[config.mk]
export PLATFORM = sky130hd
export DESIGN_NAME = tba_sqrt_stage
export DESIGN_NICKNAME = d
export VERILOG_FILES = /design/src/rtl/tba_pkg.sv /design/src/rtl/tba_sqrt_stage.sv
export SDC_FILE = /design/constraint.sdc
export NUM_CORES = 1
export LEC_CHECK = 0
export ABC_AREA = 1
export ABC_CLOCK_PERIOD_IN_PS = 6000
export BUFFER_PORTS_ARGS = -buffer_cell sky130_fd_sc_hd__buf_2
export CAP_MARGIN = 20
export CORE_ASPECT_RATIO = 1.25
export CORE_MARGIN = 5
export CORE_UTILIZATION = 53
export DETAILED_ROUTE_END_ITERATION = 8
export PLACE_DENSITY_LB_ADDON = 0.15
export SETUP_SLACK_MARGIN = 0.02
export SYNTH_ARGS = -nofsm -noshare
export SYNTH_HDL_FRONTEND = slang
export SYNTH_SLANG_ARGS = --single-unit
[constraint.sdc]
create_clock -name vclk -period 6
set_clock_uncertainty 0.05 [all_clocks]
set_input_delay 0.9 -clock vclk [all_inputs]
set_output_delay 0.9 -clock vclk [all_outputs]
set_load 0.1 [all_outputs]
[src/rtl/tba_pkg.sv]
// ----------------------------------------------------------------------------
// tba_pkg: shared types and constants for the two-body acceleration pipeline
// Field widths, the gravity parameter reset value and the stage payload type.
// ----------------------------------------------------------------------------
package tba_pkg;

    localparam int COMP_W   = 32;
    localparam int GP_W     = 50;
    localparam int SUMSQ_W  = 64;
    localparam int ROOT_W   = 32;
    localparam int DEN_W    = 96;
    localparam logic [GP_W-1:0] GP_RESET = 50'd398717000000000;

    typedef struct packed {
        logic [COMP_W-1:0] vel_x;
        logic [COMP_W-1:0] vel_y;
        logic [COMP_W-1:0] vel_z;
        logic [2:0]        neg;
        logic              zero;
    } tba_side_t;

endpackage

[src/rtl/tba_sqrt_stage.sv]
// ----------------------------------------------------------------------------
// tba_sqrt_stage: one pipelined step of the floored integer square root
// Handles two result bits per stage (two restoring steps on the remainder).
// ----------------------------------------------------------------------------
module tba_sqrt_stage
    import tba_pkg::*;
#(
    parameter int STEP = 0
)
(
    input  logic [SUMSQ_W-1:0] rem_in,
    input  logic [ROOT_W-1:0]  root_in,
    output logic [SUMSQ_W-1:0] rem_out,
    output logic [ROOT_W-1:0]  root_out
);

    // Digit-by-digit method, result bit position k = 31 - 2*STEP and next.
    localparam int K0 = ROOT_W - 1 - 2 * STEP;
    localparam int K1 = K0 - 1;

    logic [SUMSQ_W+1:0] trial0;
    logic [SUMSQ_W+1:0] trial1;
    logic [SUMSQ_W-1:0] rem_mid;
    logic [ROOT_W-1:0]  root_mid;

    always_comb
    begin
        // trial = (2*root*2^k + 2^(2k)) with root holding bits above k
        trial0 = ({34'd0, root_in} << (K0 + 1)) | ((SUMSQ_W + 2)'(1) << (2 * K0));
        if ({2'b00, rem_in} >= trial0)
        begin
            rem_mid  = rem_in - trial0[SUMSQ_W-1:0];
            root_mid = root_in | (ROOT_W'(1) << K0);
        end
        else
        begin
            rem_mid  = rem_in;
            root_mid = root_in;
        end
        trial1 = ({34'd0, root_mid} << (K1 + 1)) | ((SUMSQ_W + 2)'(1) << (2 * K1));
        if ({2'b00, rem_mid} >= trial1)
        begin
            rem_out  = rem_mid - trial1[SUMSQ_W-1:0];
            root_out = root_mid | (ROOT_W'(1) << K1);
        end
        else
        begin
            rem_out  = rem_mid;
            root_out = root_mid;
        end
    end

endmodule

* Word-level counts from Yosys, hierarchy flattened
Index checks and enable logic that the tools add are counted.
Word-level totals: register bits after elaboration 0, input bits 96, output and inout bits 96, word-level logic and storage cells 8
Operators by class: add/subtract/negate cells 2, $lt $le $gt $ge 2, mux-type cells 4
Operators with widths (count):
- 64-bit 2-to-1 mux | 2
- 64-bit by 63-bit >= comparator with 1-bit output | 1
- 64-bit >= comparator | 1
- 64-bit by 63-bit subtractor with 64-bit output | 1
- 64-bit subtractor | 1
- 32-bit 2-to-1 mux | 1
- 31-bit 2-to-1 mux | 1

* Depth between registers and ports, before layout
depth after elaboration 4, mapped depth 35, mapped depth without buffers 33

* Worst setup path before layout
Ideal clock, no wire load.
path type input port to output port, from input port rem_in[32], to output port rem_out[51], arrival time 6104 ps, data required time 5050 ps, slack -1054 ps, cell stages on the path 29, path buffers 2, path through inv_1 -> ha_1 -> inv_1 -> fa_1 -> nand3_1 -> nand2_1 -> nand2_1 -> nand2_1 -> nand2_1 -> nand2_2 -> nand2_1 -> nand3_2 -> buf_4 -> buf_2 -> o21ai_0 -> ha_1 -> nand2_1 -> nor2_1 -> nand3_1 -> nand3_1 -> nand2_1 -> nand3_1 -> nand2_1 -> nand2_1 -> nand2_1 -> nand2_1 -> nand3_2 -> nand2_4 -> o21ai_0
Between the ends: cells in the longest elaborated chain, start to end 4, elaborated cells on any way between the ends 7, classes of those cells add/sub: 2; order compare: 2; mux: 3
RTL lines:
- start, declared | RTL line tba_sqrt_stage.sv:11 | input logic [SUMSQ_W-1:0] rem_in,
- 64-bit subtractor or 64-bit >= comparator (tied branches) | RTL line tba_sqrt_stage.sv:32, tba_sqrt_stage.sv:30
- 64-bit 2-to-1 mux or 32-bit 2-to-1 mux (tied branches) | RTL line tba_sqrt_stage.sv:30 | if ({2'b00, rem_in} >= trial0)
- 64-bit by 63-bit subtractor with 64-bit output or 64-bit by 63-bit >= comparator with 1-bit output (tied branches) | RTL line tba_sqrt_stage.sv:43, tba_sqrt_stage.sv:41
- 64-bit 2-to-1 mux * | RTL line tba_sqrt_stage.sv:41 | if ({2'b00, rem_mid} >= trial1)
- end, declared | RTL line tba_sqrt_stage.sv:13 | output logic [SUMSQ_W-1:0] rem_out,
Mark *: on every way between the ends. The rest lies on a longest branch, timed or not.

* Worst setup path after layout
from input port rem_in[32], to output port rem_out[37]
The elaborated chain is that of the path after synthesis.

==> results by group <==
Outcome
  • Status: finished, final reports clean

Yosys
  • Seq/Total Area, Yosys: 0%
  • Netlist cell types: 39
  • Synth top area cells: nand2_1, ha_1, buf_4, inv_1, nor2_1
  • Yosys top cell by area: nand2_1
  • Synth warn: 0
  • Yosys top cell area share: 20.8%
  • Post-Syn Nets: 1141
  • Post-Syn Area: 5300 um2
  • Cells after Synth: 981
  • Synthesized area per cell: 5.40 um2

STA
  • Final hold slack: 2130 ps
  • Final Hold Fails: 0
  • Worst-margin pin slew: 496 ps
  • Fmax: 169 MHz
  • Final setup vio count: 0
  • Max Slew Vio Count: 0
  • Minimum clock period after layout: 5910 ps
  • Worst rel slew slack: 67.2%
  • RSZ-0062 raised after global routing: true
  • Period utilization: 98.6%
  • Setup TNS: 0 ps

Critical path
  • CP most frequent cell: nand2_1
  • Crit end category: output pin
  • Arr. time, crit path: 4960 ps
  • Max incr delay on CP: 360 ps
  • Crit-path slowest cell: fa_2
  • Worst Path Max Fanout: 11
  • Critical path type: in -> out
  • Required time worst endpoint: 5050 ps
  • CP Launch Type: input port
  • Critical path launch point: rem_in[32]

Floorplanning
  • Core outline area: 9710 um2
  • Die Area: 12100 um2
  • Number of top-level pins: 192
  • Die Ht: 122 um
  • Initial Util: 54.5%
  • Width of the die: 99.4 um
  • Rows: 40

Global route
  • Initial antenna violation count: 0
  • Global-route wire length before repair: 31.3 mm
  • Largest net degree at the start of global routing: 24
  • Vias in the first global route: 6594
  • Global Route Usage Sum: 31.2%
  • Global route overflow: 0

Drt
  • Initial DRC Count: 595
  • DRC: 0
  • 1st-pass router iterations: 5
  • Via density: 5.65
  • Remaining antenna violation count after routing: 0
  • WL per Instance: 17.4 um
  • Routed WL: 22.7 mm
  • Vias: 7360

Cells and area
  • Nets: 1339
  • Sequential cells: 0
  • Area growth syn-to-layout: 46.4%
  • Reg area: 0 um2
  • Layout cell share with drive strength beyond 1: 34.1%
  • Clkbuf count: 0
  • Inserted Diodes: 0
  • FILL cells: 746
  • Multi-input gate area: 4850 um2

Power and ir drop
  • VDD IR-drop max: 0.000349 V
  • Clock share of power: 0%
  • Sw Ratio: 65.2%
  • Total design power: 2490 uW
  • Net load switching power: 1620 uW
  • Sequential share of power: 0%
  • Power Internal: 868 uW
  • PwrDens: 321 nW/um2
  • P_leak: 0.00412 uW
  • Logic pwr share: 100.0%

Placement
  • IO buf count: 192
  • HPWL Detailed: 17.7 mm
  • Gpl congestion: 1.02

Worst hold path
  • Hold Startpoint: root_in[2]
  • Cells on Worst Hold Path: 2
  • Worst hold path class: in -> out
  • Hold EP: root_out[2]

Clock tree
  • Hold buffers post-CTS: 0

Job
  • Maxcap violations: 0
## cell families after synthesis
group	share of synthesized area, %
AOI/OAI and AO/OA	18.9
adders and majority gates	15.4
xor gates and xnor gates	7.94
and+or+nand+nor	37.5
buffers and inverters	20.2
## worst max-delay path by stage
stage / depth (start not counted) / slack (ps) / to
CTS: 32 / 10 / rem_out[45]
detailed placement: 30 / 30 / rem_out[63]
global placement: 30 / 50 / rem_out[63]
global route: 30 / -210 / rem_out[37]
finish: 35 / 90 / rem_out[37]
floorplan: 31 / -510 / rem_out[43]
## critical path: cells and delay by family
kind | cells | cell delay (ps)
compound gates | 3 | 320
fa+ha+maj | 3 | 880
buf+inv | 9 | 1140
simple gates | 20 | 1660
## synthesized netlist by cell type, drive strengths merged, types with 3 or more instances
master   number
buf          71
a21boi        5
nand2       298
o2111ai       3
nor3          7
nor2        116
inv         137
nand4        10
nand3        40
o21ai        66
o21bai       12
nand3b        9
a21o         11
a31oi         4
xnor2        31
ha           62
xor2         17
a21oi        67
## power groups by stage
stage	clock network [uW]	logic [uW]	registers [uW]
floorplan	0	1540	0
global placement	0	2260	0
detailed placement	0	2270	0
CTS	0	2280	0
global route	0	2600	0
finish	0	2490	0
## placed cells by master (no fill, tap or decap), types with 3 or more instances in the layout
| cell type | Yosys | layout |
|---|---|---|
| nand3b_1 | 9 | 9 |
| buf_4 | 63 | 65 |
| a21oi_2 | 1 | 6 |
| a21o_1 | 11 | 11 |
| nand2_2 | 4 | 18 |
| o2111ai_1 | 3 | 3 |
| nor2_1 | 114 | 101 |
| o21ai_0 | 28 | 16 |
| inv_2 | 10 | 12 |
| nor2_2 | 1 | 10 |
| ha_4 | 0 | 24 |
| nor3_1 | 7 | 6 |
| nand2_4 | 1 | 3 |
| a31oi_1 | 4 | 3 |
| o21ai_2 | 7 | 34 |
| nand2_1 | 293 | 277 |
| a21boi_0 | 5 | 3 |
| buf_12 | 0 | 32 |
| clkbuf_16 | 0 | 10 |
| buf_2 | 3 | 158 |
| xnor2_1 | 31 | 30 |
| xor2_1 | 17 | 17 |
| nor2_4 | 1 | 5 |
| inv_1 | 126 | 123 |
| nand4_1 | 10 | 10 |
| nand3_1 | 38 | 34 |
| a21oi_1 | 66 | 59 |
| o21ai_1 | 31 | 14 |
| ha_1 | 62 | 37 |
| nand3_2 | 2 | 5 |
| buf_6 | 5 | 4 |
| o21bai_1 | 12 | 12 |
## layer usage
metal | up-vias | part of all wire [%] | global-route usage [%]
li1 | 3500 | - | -
met1 | 3344 | 39 | 38.3
met2 | 407 | 48 | 55.8
met3 | 109 | 6.7 | 1.89
met4 | 0 | 6.3 | 13.2
met5 | - | 0 | 0
## stage by stage
step	utilization [%]	area, um2	setup WS, ps	instances
finish	79.9	7750	86.7	1303
global route	79.9	7750	-205	1303
CTS	71.5	6950	12.3	1290
detailed placement	71.5	6940	25.1	1290
global placement	71.5	6940	53.6	1290
floorplan	-	5350	-512	981
## repair_timing
item | 4_1_cts | 5_1_grt
endpoints found under the setup margin | 1 | 34
cloned | 0 | 6
resized for setup | 1 | 136
setup buffers | 0 | 7
pin swaps | 0 | 25
## cell type report
| class | count | share of cell area, % |
|---|---|---|
| tap | 126 | 2.03 |
| multi-input combinational | 771 | 62.6 |
| timing repair buffer | 269 | 28.6 |
| inverter | 137 | 6.83 |
No activity file was read; power rests on OpenSTA's default activity.
