==> src/rtl/tba_pkg.sv <==
// ----------------------------------------------------------------------------
// tba_pkg: shared types and constants for the two-body acceleration pipeline
// Field widths, the gravity parameter reset value and the stage payload type.
// ----------------------------------------------------------------------------
package tba_pkg;

    localparam int COMP_W   = 32;
    localparam int GP_W     = 50;
    localparam int SUMSQ_W  = 64;
    localparam int ROOT_W   = 32;
    localparam int DEN_W    = 96;
    localparam logic [GP_W-1:0] GP_RESET = 50'd398717000000000;

    typedef struct packed {
        logic [COMP_W-1:0] vel_x;
        logic [COMP_W-1:0] vel_y;
        logic [COMP_W-1:0] vel_z;
        logic [2:0]        neg;
        logic              zero;
    } tba_side_t;

endpackage

==> src/rtl/tba_div_stage.sv <==
// ----------------------------------------------------------------------------
// tba_div_stage: one restoring division step for one axis
// Shifts the partial remainder in by one numerator bit and subtracts.
// ----------------------------------------------------------------------------
module tba_div_stage
    import tba_pkg::*;
(
    input  logic [DEN_W:0]     rem_in,
    input  logic               num_bit,
    input  logic [DEN_W-1:0]   den,
    output logic [DEN_W:0]     rem_out,
    output logic               q_bit
);

    logic [DEN_W+1:0] shifted;

    always_comb
    begin
        shifted = {rem_in, num_bit};
        if (shifted >= {2'b00, den})
        begin
            q_bit   = 1'b1;
            rem_out = (DEN_W + 1)'(shifted - {2'b00, den});
        end
        else
        begin
            q_bit   = 1'b0;
            rem_out = shifted[DEN_W:0];
        end
    end

endmodule

==> config.mk <==
export PLATFORM = sky130hd
export DESIGN_NAME = tba_div_stage
export DESIGN_NICKNAME = d
export VERILOG_FILES = /design/src/rtl/tba_pkg.sv /design/src/rtl/tba_div_stage.sv
export SDC_FILE = /design/constraint.sdc
export NUM_CORES = 1
export LEC_CHECK = 0
export ABC_AREA = 1
export BUFFER_PORTS_ARGS = -buffer_cell sky130_fd_sc_hd__buf_2
export CORE_ASPECT_RATIO = 2
export CORE_MARGIN = 2
export CORE_UTILIZATION = 52
export DETAILED_ROUTE_END_ITERATION = 12
export GPL_TIMING_DRIVEN = 0
export MAX_ROUTING_LAYER = met4
export PLACE_DENSITY = 0.9
export SLEW_MARGIN = 20
export SYNTH_ARGS = -nofsm -noshare
export SYNTH_HDL_FRONTEND = slang
export SYNTH_SLANG_ARGS = --single-unit
==> constraint.sdc <==
create_clock -name vclk -period 4
set_clock_uncertainty 0.2 [all_clocks]
set_input_delay 1 -clock vclk [all_inputs]
set_output_delay 1 -clock vclk [all_outputs]
set_load 0.05 [all_outputs]
==> results of run 1 <==
kinds of logic after synthesis:
group                      after synthesis  synth area share [%]
xor gates and xnor gates                54                 4.110
buffers and inverters                  724                 24.17
and+or+nand+nor                       1696                 57.99
AOI/OAI and AO/OA                       70                 3.121
adders and majority gates               97                 10.61
cell usage after synthesis:
master | n | area share (%)
inv_2 | 27 | 0.88
buf_2 | 12 | 0.52
a21oi_1 | 59 | 2.6
a21boi_0 | 1 | 0.065
nand3_1 | 131 | 5.7
nand2_1 | 1281 | 42
o21bai_1 | 1 | 0.065
nor3_1 | 12 | 0.52
ha_1 | 96 | 10
fa_1 | 1 | 0.17
xor2_1 | 54 | 4.1
inv_1 | 676 | 22
or2_2 | 1 | 0.054
o21ai_0 | 8 | 0.35
buf_6 | 5 | 0.49
nand4_1 | 24 | 1.3
and2_1 | 7 | 0.38
clkinv_1 | 1 | 0.033
buf_4 | 3 | 0.20
nor2_2 | 14 | 0.76
nand3_2 | 2 | 0.17
nor2_1 | 224 | 7.3
a21oi_2 | 1 | 0.076
layer usage:
metal / global-route usage (%) / GRT overflow
met5: - / -
met4: 72.83 / 82
met3: 50.91 / 9
met2: 91.47 / 166
met1: 64.14 / 2
what timing repair did:
item | in CTS
resized for setup | 553
pin swaps | 113
endpoints found under the setup margin | 98
setup buffers | 94
hold endpoints to repair | 0
cloned | 3
through the flow:
| stage | TNS (ns) | std cells | setup WS (ns) |
|---|---|---|---|
| 2_1_floorplan | -1.796 | 2641 | -0.05615 |
| 4_1_cts | -38.77 | 3306 | -0.5129 |
| 3_3_place_gp | -105.93 | 3209 | -1.200 |
| 3_5_place_dp | -110.19 | 3209 | -1.244 |
==> results.sh, run 1 <==
export IMPL_num_io_pins=292
export IMPL_synth_avg_cell_area_um2=4.357
export IMPL_lastStage="5_1_grt"
export IMPL_grt_pass1_wl_um=126900
export IMPL_synth_seq_area_share_pct=0
export IMPL_dpl_cell_area_um2=15360
export IMPL_overflow=259
export IMPL_ys_types=23
export IMPL_start_util_pct=52.39
export IMPL_fp_dieH_um=214.4
export IMPL_gp_congestion=1.254
export IMPL_grt_pass1_vias=21590
export IMPL_dp_hpwl_um=45570
export IMPL_postSynthCellCount=2641
export IMPL_status="stopped before the end"
export IMPL_die_x_um=109.2
export IMPL_firstError="[ERROR GRT-0116] Global routing finished with congestion. Check the congestion regions in the DRC Viewer."
export IMPL_grt_max_degree=11
export IMPL_row_count=77
export IMPL_grt_use_total_pct=70.99
export IMPL_yosys_warnings=0
export IMPL_syn_area_um2=11510
export IMPL_synth_fp_nets=2932
export IMPL_postCtsHoldBufs=0
export IMPL_io_buffers=292
==> run 2, diff against run 1 <==
--- a/config.mk
+++ b/config.mk
@@ -7,13 +7,11 @@
 export LEC_CHECK = 0
 export ABC_AREA = 1
 export BUFFER_PORTS_ARGS = -buffer_cell sky130_fd_sc_hd__buf_2
-export CORE_ASPECT_RATIO = 2
 export CORE_MARGIN = 2
-export CORE_UTILIZATION = 52
+export CORE_UTILIZATION = 40
 export DETAILED_ROUTE_END_ITERATION = 12
 export GPL_TIMING_DRIVEN = 0
-export MAX_ROUTING_LAYER = met4
-export PLACE_DENSITY = 0.9
+export PLACE_DENSITY_LB_ADDON = 0.15
 export SLEW_MARGIN = 20
 export SYNTH_ARGS = -nofsm -noshare
 export SYNTH_HDL_FRONTEND = slang
==> constraint.sdc (replaced) <==
create_clock -name vclk -period 5.2
set_clock_uncertainty 0.2 [all_clocks]
set_input_delay 1.3 -clock vclk [all_inputs]
set_output_delay 1.3 -clock vclk [all_outputs]
set_load 0.05 [all_outputs]
==> results.sh, run 2 <==
export IMPL_nClkBuffers=0
export IMPL_peakVddDrop_uv=124.6
export IMPL_p_int_mw=0.9206
export IMPL_hold_slack_ns=2.759
export IMPL_antenna_found_initial=0
export IMPL_fmax_mhz=189.9
export IMPL_switching_power_mw=1.805
export IMPL_netlist_top_cells_count="nand2_1 (1281), inv_1 (676), nor2_1 (224)"
export IMPL_gp_congestion=1.027
export IMPL_finalMaxSlewViolations=0
export IMPL_setup_viol=4
export IMPL_ant_nets=0
export IMPL_p_per_area_nw_per_um2=162.0
export IMPL_use_met2_pct=62.63
export IMPL_wire_per_inst_um=17.20
export IMPL_synth_fp_nets=2932
export IMPL_dpl_cell_area_um2=13450
export IMPL_syn_area_um2=11510
export IMPL_layout_nets=3278
export IMPL_grt_use_met1_pct=46.32
export IMPL_required_ns=3.70
export IMPL_cpMaxStageDelayCell="fa_2"
export IMPL_combPwrFrac_pct=100.0
export IMPL_path_max_fanout=8
export IMPL_layout_common_cells="nand2_1 (1160), inv_1 (659), buf_2 (201), nor2_1 (157), nand3_1 (111)"
export IMPL_overflow=0
export IMPL_hp_class="in2out"
export IMPL_synth_seq_area_share_pct=0
export IMPL_start_kind="primary input"
export IMPL_cp_top_family="simple AND/OR/NAND/NOR gates"
export IMPL_seq_cell_count=0
export IMPL_n_antenna_cell=0
export IMPL_critical_path_endpoint_type="output pin"
export IMPL_finalHoldViolCount=0
export IMPL_fp_dieH_um=173.6
export IMPL_die_area_um2=30140
export IMPL_core_um2=28550
export IMPL_rsz0062_at_grt="true"
export IMPL_violations="negative setup slack"
export IMPL_grt_pass1_wl_um=81710
export IMPL_io_buffers=292
export IMPL_synth_area_leaders="nand2_1 (42%), inv_1 (22%), ha_1 (10%), nor2_1 (7.3%), nand3_1 (5.7%)"
export IMPL_critical_path_max_stage_delay_ns=0.39
export IMPL_vias=16410
export IMPL_start_util_pct=40.31
export IMPL_die_x_um=173.6
export IMPL_dr_pass1_iters=7
export IMPL_design_area_um2=16820
export IMPL_synth_top_area_share_pct=41.79
export IMPL_drtIter0Drc=1255
export IMPL_cp_startpoint="num_bit"
export IMPL_critPathKind="in2out"
export IMPL_crit_chain="buf_2 > inv_2 > ha_4 > inv_4 > fa_2 > nand3_2 > nand3_4 > nand2_4 > nand2_8 > nand2_4 > nand2_8 > nand2_4 > nand3_4 > clkinv_8 > buf_16 > clkbuf_16 > nand2_1 > nand2_1 > buf_6"
export IMPL_drive_above_1_share_pct=24.76
export IMPL_p_leak_nw=10.48
export IMPL_cpMostUsedCell="nand2_4"
export IMPL_worst_pin_slew_ns=0.5116
export IMPL_num_io_pins=292
export IMPL_viasPerCell=4.870
export IMPL_crit_end="rem_out[40]"
export IMPL_cp_depth=19
export IMPL_grt_use_total_pct=35.19
export IMPL_layout_commonest_cell="nand2_1"
export IMPL_row_count=62
export IMPL_drv_cap=0
export IMPL_seq_area_um2=0
export IMPL_ys_types=23
export IMPL_maxSlewHeadroom_pct=65.89
export IMPL_dp_hpwl_um=48000
export IMPL_p_seq_share_pct=0
export IMPL_swShare_pct=66.22
export IMPL_fin_ws_ns=-0.06644
export IMPL_postSynthCellCount=2641
export IMPL_yosys_warnings=0
export IMPL_fin_crit_sh_pct=101.3
export IMPL_fin_crit_ns=5.266
export IMPL_busiest_layer="met2"
export IMPL_yosysTopAreaCell="nand2_1"
export IMPL_grt_use_met3_pct=1.338
export IMPL_crit_buf_inv=7
export IMPL_grt_pass1_vias=14690
export IMPL_yosysMostFrequentCell="nand2_1"
export IMPL_synth_avg_cell_area_um2=4.357
export IMPL_area_delta_synth_final_pct=46.16
export IMPL_dp_slack_ns=-0.9195
export IMPL_drc=0
export IMPL_routed_wl_um=57950
export IMPL_cp_arrival_ns=3.77
export IMPL_status="finished with violations"
export IMPL_power_share_clock_pct=0
export IMPL_grt_max_degree=11
-- run 2: kinds of logic after synthesis --
logic type | synth area share [%]
buffers and inverters | 24.17
AOI/OAI and AO/OA | 3.121
and+or+nand+nor | 57.99
adders and majority gates | 10.61
xor gates and xnor gates | 4.110
-- run 2: worst min-delay path by stage --
stage / start / to / depth (start not counted)
finish: rem_in[9] / rem_out[10] / 4
global route: rem_in[41] / rem_out[42] / 4
CTS: rem_in[15] / rem_out[16] / 4
detailed placement: rem_in[15] / rem_out[16] / 4
global placement: rem_in[14] / rem_out[15] / 4
floorplan: rem_in[95] / rem_out[96] / 2
-- run 2: power by group through the flow --
stage / Sequential, mW / Combinational [mW] / Clock (mW)
floorplan: 0 / 1.54 / 0
global placement: 0 / 2.14 / 0
detailed placement: 0 / 2.15 / 0
CTS: 0 / 2.47 / 0
global route: 0 / 2.90 / 0
finish: 0 / 2.73 / 0
-- run 2: layer usage --
layer | vias up | share of wire (%) | wire length (µm)
li1 | 8322 | - | -
met4 | 0 | 4.3 | 2496
met3 | 110 | 6.0 | 3480
met2 | 655 | 47 | 27460
met1 | 7321 | 42 | 24520
met5 | - | 0 | 0
-- run 2: through the flow --
| step | util, % | setup TNS (ns) | instances | power (mW) |
|---|---|---|---|---|
| 2_1_floorplan | - | 0 | 2641 | 1.539 |
| 3_3_place_gp | 47.11 | -76.08 | 3317 | 2.136 |
| 3_5_place_dp | 47.11 | -74.49 | 3317 | 2.145 |
| 4_1_cts | 53.25 | -0.3143 | 3327 | 2.473 |
| 5_1_grt | 58.91 | -2.725 | 3369 | 2.903 |
| 6_report | 58.91 | -0.1159 | 3369 | 2.725 |
-- run 2: timing repair --
action                                  4_1_cts  5_1_grt
setup buffers                                10       39
gates resized for setup                     390      254
endpoints found under the setup margin       98       98
hold buffers                                  0        0
cloned                                        1        4
pin swaps                                    16       85
-- run 2: area by class of cell --
class	instances	area, µm²
well taps	384	480.5
inverters	704	2663
multi-input cells	1917	11030
fillers	2982	11730
repair buffers	345	2425
plain buffers	19	219.0
Power figures use the tool's default switching activity.
